File: config.mk
export PLATFORM = sky130hd
export DESIGN_NAME = clm_ctrl
export DESIGN_NICKNAME = d
export VERILOG_FILES = /design/src/rtl/clm_pkg.sv /design/src/rtl/clm_ctrl.sv
export SDC_FILE = /design/constraint.sdc
export NUM_CORES = 1
export LEC_CHECK = 0
export BUFFER_PORTS_ARGS = -buffer_cell sky130_fd_sc_hd__buf_4
export CORE_MARGIN = 4
export CORE_UTILIZATION = 51
export CTS_CLUSTER_DIAMETER = 40
export DETAILED_ROUTE_END_ITERATION = 10
export GPL_ROUTABILITY_DRIVEN = 0
export PLACE_DENSITY = 0.85
export SLEW_MARGIN = 20
export SYNTH_ARGS = -nofsm -noshare
export SYNTH_HDL_FRONTEND = slang
export SYNTH_SLANG_ARGS = --single-unit
File: constraint.sdc
create_clock -name clk -period 4.82 [get_ports clk]
set_input_delay 0.723 -clock clk [delete_from_list [all_inputs] [get_ports clk]]
set_output_delay 0.723 -clock clk [all_outputs]
set_load 0.05 [all_outputs]
File: src/rtl/clm_pkg.sv
// Shared types and codes for the circular list manager.
// No dependencies; clm_ctrl, the top level and the checker refer to this package.
package clm_pkg;

  localparam int CAPACITY_DEF = 256;
  localparam int DATA_W       = 32;
  localparam int COUNT_W      = 9;

  localparam logic [2:0] REQ_INS_HEAD  = 3'd0;
  localparam logic [2:0] REQ_INS_AFTER = 3'd1;
  localparam logic [2:0] REQ_INS_TAIL  = 3'd2;
  localparam logic [2:0] REQ_DEL_HEAD  = 3'd3;
  localparam logic [2:0] REQ_DEL_KEY   = 3'd4;
  localparam logic [2:0] REQ_DEL_TAIL  = 3'd5;
  localparam logic [2:0] REQ_SEARCH    = 3'd6;

  localparam logic [1:0] ST_OK       = 2'd0;
  localparam logic [1:0] ST_EMPTY    = 2'd1;
  localparam logic [1:0] ST_NOTFOUND = 2'd2;
  localparam logic [1:0] ST_FULL     = 2'd3;

  typedef struct packed {
    logic [2:0]               req_type;
    logic signed [DATA_W-1:0] value;
    logic signed [DATA_W-1:0] key;
  } req_t;

  typedef struct packed {
    logic [1:0]               status;
    logic                     found;
    logic [COUNT_W-1:0]       node_count;
    logic signed [DATA_W-1:0] data_sum;
  } rsp_t;

endpackage

File: src/rtl/clm_ctrl.sv
// Sequencer of the circular list manager: list walk, allocation, linking.
// Depends on clm_pkg; drives the three clm_ram instances in the top level.
module clm_ctrl #(
  parameter int CAPACITY = clm_pkg::CAPACITY_DEF,
  parameter int SLOT_W   = $clog2(CAPACITY)
) (
  input  logic                        clk,
  input  logic                        rst,
  input  logic                        in_valid,
  output logic                        in_stall,
  input  clm_pkg::req_t               in_data,
  output logic                        out_valid,
  input  logic                        out_stall,
  output clm_pkg::rsp_t               out_data,
  output logic                        d_we,
  output logic [SLOT_W-1:0]           d_waddr,
  output logic [clm_pkg::DATA_W-1:0]  d_wdata,
  output logic [SLOT_W-1:0]           n_raddr,
  input  logic [clm_pkg::DATA_W-1:0]  d_rdata,
  output logic                        l_we,
  output logic [SLOT_W-1:0]           l_waddr,
  output logic [SLOT_W-1:0]           l_wdata,
  input  logic [SLOT_W-1:0]           l_rdata,
  output logic                        f_we,
  output logic [SLOT_W-1:0]           f_waddr,
  output logic [SLOT_W-1:0]           f_wdata,
  output logic [SLOT_W-1:0]           f_raddr,
  input  logic [SLOT_W-1:0]           f_rdata
);

  localparam int CNT_W = $clog2(CAPACITY + 1);

  localparam logic [2:0] S_IDLE  = 3'd0;
  localparam logic [2:0] S_WALK  = 3'd1;
  localparam logic [2:0] S_ALLOC = 3'd2;
  localparam logic [2:0] S_INS1  = 3'd3;
  localparam logic [2:0] S_INS2  = 3'd4;
  localparam logic [2:0] S_FIN   = 3'd5;

  logic [2:0]                 state;
  clm_pkg::req_t              req_q;
  logic [SLOT_W-1:0]          head, tail, cur, prv, hitlink, nslot;
  logic [CNT_W-1:0]           count, fresh, rtop, idx;
  logic [clm_pkg::DATA_W-1:0] sum;
  logic [1:0]                 status_q;
  logic                       found_q;

  logic              hit, last, full, unlinking, after_ins;
  logic [SLOT_W-1:0] alloc_slot;

  always_comb begin
    case (req_q.req_type)
      clm_pkg::REQ_SEARCH, clm_pkg::REQ_INS_AFTER, clm_pkg::REQ_DEL_KEY:
        hit = (d_rdata == req_q.key);
      clm_pkg::REQ_DEL_HEAD: hit = 1'b1;
      clm_pkg::REQ_DEL_TAIL: hit = (cur == tail);
      default:               hit = 1'b0;
    endcase
    last       = (idx == count - CNT_W'(1));
    full       = (count == CNT_W'(CAPACITY));
    unlinking  = req_q.req_type inside {clm_pkg::REQ_DEL_HEAD, clm_pkg::REQ_DEL_KEY,
                                        clm_pkg::REQ_DEL_TAIL};
    after_ins  = (req_q.req_type == clm_pkg::REQ_INS_AFTER);
    alloc_slot = (rtop != '0) ? f_rdata : fresh[SLOT_W-1:0];
  end

  // Memory port control.
  always_comb begin
    d_we    = 1'b0;
    d_waddr = alloc_slot;
    d_wdata = req_q.value;
    l_we    = 1'b0;
    l_waddr = alloc_slot;
    l_wdata = l_rdata;
    f_we    = 1'b0;
    f_waddr = rtop[SLOT_W-1:0];
    f_wdata = cur;
    f_raddr = SLOT_W'(rtop - CNT_W'(1));
    n_raddr = head;
    case (state)
      S_WALK: begin
        n_raddr = l_rdata;
        if (hit && unlinking) begin
          f_we    = 1'b1;
          l_we    = (count != CNT_W'(1));
          l_waddr = prv;
          l_wdata = l_rdata;
        end
      end
      S_INS1: begin
        d_we = 1'b1;
        l_we = 1'b1;
        if (after_ins) begin
          l_wdata = hitlink;
        end else if (count == '0) begin
          l_wdata = alloc_slot;
        end else begin
          l_wdata = head;
        end
      end
      S_INS2: begin
        l_we    = 1'b1;
        l_waddr = after_ins ? cur : tail;
        l_wdata = nslot;
      end
      default: begin
      end
    endcase
  end

  assign in_stall = (state != S_IDLE);

  always_ff @(posedge clk) begin
    if (rst) begin
      state     <= S_IDLE;
      out_valid <= 1'b0;
      head      <= '0;
      tail      <= '0;
      count     <= '0;
      sum       <= '0;
      fresh     <= '0;
      rtop      <= '0;
    end else begin
      if (out_valid && !out_stall && state != S_FIN) begin
        out_valid <= 1'b0;
      end
      case (state)
        S_IDLE: begin
          if (in_valid) begin
            req_q    <= in_data;
            found_q  <= 1'b0;
            status_q <= clm_pkg::ST_OK;
            cur      <= head;
            prv      <= tail;
            idx      <= '0;
            case (in_data.req_type)
              clm_pkg::REQ_INS_HEAD, clm_pkg::REQ_INS_TAIL: begin
                if (full) begin
                  status_q <= clm_pkg::ST_FULL;
                  state    <= S_FIN;
                end else begin
                  state <= S_ALLOC;
                end
              end
              clm_pkg::REQ_INS_AFTER, clm_pkg::REQ_DEL_HEAD, clm_pkg::REQ_DEL_KEY,
              clm_pkg::REQ_DEL_TAIL, clm_pkg::REQ_SEARCH: begin
                if (count == '0) begin
                  status_q <= clm_pkg::ST_EMPTY;
                  state    <= S_FIN;
                end else begin
                  state <= S_WALK;
                end
              end
              default: state <= S_FIN;
            endcase
          end
        end
        S_WALK: begin
          if (hit) begin
            found_q <= !unlinking || (req_q.req_type == clm_pkg::REQ_DEL_KEY);
            if (req_q.req_type == clm_pkg::REQ_SEARCH) begin
              state <= S_FIN;
            end else if (after_ins) begin
              if (full) begin
                status_q <= clm_pkg::ST_FULL;
                state    <= S_FIN;
              end else begin
                hitlink <= l_rdata;
                state   <= S_ALLOC;
              end
            end else begin
              if (count == CNT_W'(1)) begin
                head <= '0;
                tail <= '0;
              end else begin
                if (cur == head) begin
                  head <= l_rdata;
                end
                if (cur == tail) begin
                  tail <= prv;
                end
              end
              sum   <= sum - d_rdata;
              count <= count - CNT_W'(1);
              rtop  <= rtop + CNT_W'(1);
              state <= S_FIN;
            end
          end else if (last) begin
            status_q <= clm_pkg::ST_NOTFOUND;
            state    <= S_FIN;
          end else begin
            prv <= cur;
            cur <= l_rdata;
            idx <= idx + CNT_W'(1);
          end
        end
        S_ALLOC: state <= S_INS1;
        S_INS1: begin
          nslot <= alloc_slot;
          if (rtop != '0) begin
            rtop <= rtop - CNT_W'(1);
          end else begin
            fresh <= fresh + CNT_W'(1);
          end
          sum   <= sum + req_q.value;
          count <= count + CNT_W'(1);
          if (!after_ins && count == '0) begin
            head  <= alloc_slot;
            tail  <= alloc_slot;
            state <= S_FIN;
          end else begin
            state <= S_INS2;
          end
        end
        S_INS2: begin
          if (after_ins) begin
            if (cur == tail) begin
              tail <= nslot;
            end
          end else if (req_q.req_type == clm_pkg::REQ_INS_HEAD) begin
            head <= nslot;
          end else begin
            tail <= nslot;
          end
          state <= S_FIN;
        end
        S_FIN: begin
          if (!out_valid || !out_stall) begin
            out_data.status     <= status_q;
            out_data.found      <= found_q;
            out_data.node_count <= clm_pkg::COUNT_W'(count);
            out_data.data_sum   <= sum;
            out_valid           <= 1'b1;
            state               <= S_IDLE;
          end
        end
        default: state <= S_IDLE;
      endcase
    end
  end

endmodule

-- Yosys cells after proc, flatten, opt, wreduce, memory -nomap -nowiden
Cells that the tools add are included.
- bitwise logic cells: 4
- $add $sub $neg: 8
- muxes and demuxes: 84
- eq/ne operators: 43
- reduce and logical (&&, ||, !) cells: 37
- operators by type and width (cell ; number):
    $mux W8 ; 28
    $mux W32 ; 3
    $mux W9 ; 10
    $pmux W32 S2 ; 1
    $pmux W8 S2 ; 4
    $pmux W9 S2 ; 3
    $pmux W8 S3 ; 2
    $add A9 B1 Y9 const B ; 4
    $add A32 B32 Y32 ; 1
    $eq A32 B32 Y1 ; 1
    $sub A32 B32 Y32 ; 1
    $ne A3 B3 Y1 const B ; 9
    $eq A3 B3 Y1 const B ; 8
    $mux W3 ; 8
    $ne A2 B2 Y1 const B ; 11
    $pmux W3 S6 ; 1
    $sub A9 B1 Y9 const B ; 2
    $eq A8 B8 Y1 ; 2
    $reduce_and A8 Y1 ; 2
    $eq A3 B2 Y1 const B ; 5
    $mux W2 ; 7
    $mux W1 ; 11
    $reduce_and A5 Y1 ; 2
    $eq A3 B1 Y1 const B ; 3
    25 further kinds ; 47
- logic and storage cells: 198
- input bits: 119
- register bits: 234

-- Logic depth before layout (Yosys ltp)
- depth after elaboration: 7
- depth in mapped cells: 20
- gate-level depth less buffers: 19

-- Worst setup path before layout
No wires, ideal clock.
- kind: input to register
- start point: input port rst
- end point: register out_data[0] (netlist name) (enable)
- slack: -83 ps
- setup time: 509 ps
- arrival time: 4394 ps
- stages: 3
- cells stage by stage: clkbuf_1 -> clkbuf_1 -> nor3b_1
- cells in the longest elaborated chain, start to end: 2
- RTL lines (item ; RTL line ; source):
    start: declaration ; clm_ctrl.sv:8 ; input logic rst,
    $not A1 Y1 (no line) ; n/a ;
    $reduce_and A3 Y1 (no line) ; n/a ;
    end: declaration ; clm_ctrl.sv:14 ; output clm_pkg::rsp_t out_data,
No other way between the ends.
A chain may end at the register's enable or synchronous reset.

-- Worst setup path in the final report
- start point: input port d_rdata[5] (netlist name)
- end point: register sum[20] (netlist name)
- cells in the longest elaborated chain, start to end: 5
- elaborated cells on any way between the ends: 9
- RTL lines (item ; RTL line ; source):
    start: declaration ; clm_ctrl.sv:19 ; input logic [clm_pkg::DATA_W-1:0] d_rdata,
    $sub A32 B32 Y32 ; clm_ctrl.sv:183 ; sum <= sum - d_rdata;
    $mux W32 ; clm_ctrl.sv:163 ; end else if (after_ins) begin
    $mux W32 ; clm_ctrl.sv:161 ; if (req_q.req_type == clm_pkg::REQ_SEARCH) begin
    $mux W32 ; clm_ctrl.sv:159 ; if (hit) begin
    $pmux W32 S2 ; clm_ctrl.sv:127 ; case (state)
    end signal: assignment ; clm_ctrl.sv:183 ;
    end signal: assignment ; clm_ctrl.sv:205 ; sum <= sum + req_q.value;
    end: declaration ; clm_ctrl.sv:44 ; logic [clm_pkg::DATA_W-1:0] sum;
Parallel ways exist; a longest one is shown, timed or not. The select of a mux whose other input is x is not followed.

==> run metrics <==
CTS buffer count 36; Distinct cells, synth 76; Post-Syn Nets 1,547; core area 25,300 um2; DR iter-0 viols 1,770; WL per Instance 19.8 um; WL final 38.6 mm; Detailed Routing Iterations Pass 1 6; Area contributors post-synth edfxtp_1, dfxtp_1, xnor2_1; CP Data Required Time 5.16 ns; Primary FF master, synth edfxtp_1; Die Ht 169 um; # resized after CTS 0; Post-Synth XOR/XNOR Area 8.80%; largest family of logic cells by synthesized area simple AND/OR/NAND/NOR gates; DIE WIDTH 169 um; mux cell area share after synthesis 1.70%; Crit. End Element register; #FFs+latches synth 233; final hold vios 0; Max Clock Skew 0.0329 ns; internal power 4790 uW; Netlist Area Pre-Place 13,200 um2; crit path cell chain buf_4, or3_4, or3_1, buf_4, nor4_1, xor2_1, a21oi_1, ha_1, a211oi_1, nand2_1, nor4_1, a211oi_1, o31a_1, o41ai_1, mux2i_1, a21oi_1; final setup vio count 0; clk sinks 233; leakage power 0.00673 uW; share of the synthesized area in the top cell type 35.2%; power share of the clock group 33.5%; PwrDens 466 nW/um2; layout cells sized above 1 23.0%; Synth Instances 1,380; Post-synth EDFFs 155; Max Fclk 227 MHz; Worst VDD drop 0.383 mV; largest net degree at the start of global routing 86; cts hold-fix bufs 0; Fillers 1,871; Final min period 4.40 ns; post-synthesis sequential area ratio 47.0%; worst setup margin 0.420 ns; fin util 65.0%; via/cell ratio 5.99; Clock Latency Late Sink 0.52 ns; switch share 37.5%; status completed; Crit-path slowest cell nor4_1; Max Cap Violations 0; antenna viol nets, final 0; top-count cell post-synth nand2_1; DRC 0; Post-Synth Adder-Cell Area 4.59%; Synth Area in Compound Gates 15.4%; Least-Margin Pin Slew 0.968 ns; I/O Pins 256; slowest stage delay, CP 0.42 ns; Synth top cells by count nand2_1, edfxtp_1, a21oi_1, nor2_1, xnor2_1; Worst slew margin 35.4%; clk root buf clkbuf_16; Overall Global Routing Usage 25.9%; final slew viol count 0; critical path launch point type primary input; vias in the first global route 11,300; Gate power share 31.9%; P&R area growth vs syn 24.4%; Hold Crit Class primary input to register; Synth area leader edfxtp_1; Post-Place Worst Slack -0.0127 ns; Final Non-Filler Cells 1,954; die area 28,600 um2; Crit Path Class primary input to register; Post-synth ARST share 0%; hpwl dp 28.1 mm; period utilization 91.3%; RSZ-0062 raised after global routing false; clock tree from TritonCTS done; placed cell count 1,888; Post-Layout Inst Area 16,500 um2; DP Area 15,300 um2; IO buf count 255; Setup TNS 0 ns; gr ovfl total 0; critical path peak fanout 6; crit path DAT 4.74 ns; number of H-tree levels 2; Nets 1,763; FP Rows 58; CTS max path bufs 3; antenna cells 0; Simple-Gate Fraction of Synth Area 17.5%; Synthesis Warnings 0; setup bufs post-CTS 0; Sequential Power Share 34.6%; DR vias 11,700; Syn Area/Cell 9.59 um2; switching power 2870 uW; Initial Util 52.3%; first-pass GRT wire length 59.9 mm; Clk pin slew, worst setup/hold paths 0.06 ns; antenna violations before repair 0
[critical path, delay by kind of cell]
kind / cells / cell delay [ns]
compound gates: 6 / 1.44
fa+ha+maj: 1 / 0.26
xor+xnor: 1 / 0.24
mux: 1 / 0.23
buf+inv: 2 / 0.31
simple gates: 5 / 1.53
[layout by cell type, fill, tap and decap left out, types with 23 or more instances in the layout]
cell type  Yosys  final
nand2_1      190    189
ha_1          47     47
clkbuf_16      0     37
nand3_1       23     23
nor2_1       128    128
a21oi_1      129    128
buf_4         42    284
edfxtp_1     155    155
o21ai_0       42     42
xor2_1        50     50
inv_1         23     23
a21o_1        35     35
nand4_1       25     25
nor3_1        34     33
xnor2_1       83     83
dfxtp_1       78     78
[cell families (layout without fill, tap and decap cells)]
family | Yosys count | in the layout
simple gates | 497 | 497
compound gates | 318 | 318
flops | 233 | 233
xor+xnor | 133 | 133
buf+inv | 130 | 374
fa+ha+maj | 48 | 48
mux | 21 | 21
[area by class of cell]
cell class | instances | area [um2] | share of cell area [%]
clock inverters | 24 | 245 | 1.49
flip-flops and latches | 233 | 6220 | 37.8
repair buffers | 285 | 2150 | 13.1
multi-input cells | 1017 | 6400 | 38.9
inverters | 23 | 86.3 | 0.524
clock buffers | 42 | 955 | 5.80
well taps | 330 | 413 | 2.51
[per-stage QoR]
stage,hold slack [ns],total power (uW)
after floorplan,0.400,4370
after global placement,0.408,5030
after detailed placement,0.422,5090
after CTS,0.359,7660
after global routing,0.356,7970
final,0.375,7670
[layer usage]
layer  wire [um]  vias up  share of wire (%)  GRT usage (%)
li1            -     5394                  -              -
met1       15100     5444                 39           34.3
met2       17800      751                 46           41.6
met3        4560      121                 12           6.87
met4        1260        0                3.3           8.47
met5           0        -                  0              0
[state kept, by name (all words and copies together), names as in the netlist]
name       count
sum           32
idx            9
found_q        1
tail           8
nslot          8
out_valid      1
prv            8
status_q       2
req_q         35
out_data      44
f_wdata        8
hitlink        8
rtop           9
fresh          8
state          3
count          9
d_wdata       32
head           8
[worst paths after layout]
check / endpoint / cells past startpoint / slack [ns] / from
hold reg to reg: out_data[43] / 0 / 0.41 / status_q[1]
setup / recovery: sum[20] / 16 / 0.42 / d_rdata[5]
hold / removal: d_wdata[24] / 1 / 0.38 / in_data[56]
setup reg to reg: sum[30] / 17 / 0.51 / state[0]
[power groups by stage]
stage	Clock [uW]	Combinational (uW)	Sequential [uW]
2_1_floorplan	0	1630	2740
5_1_grt	2690	2600	2680
3_3_place_gp	0	2350	2680
3_5_place_dp	0	2400	2690
6_report	2570	2440	2660
4_1_cts	2600	2410	2650
Power figures use the tool's default switching activity.
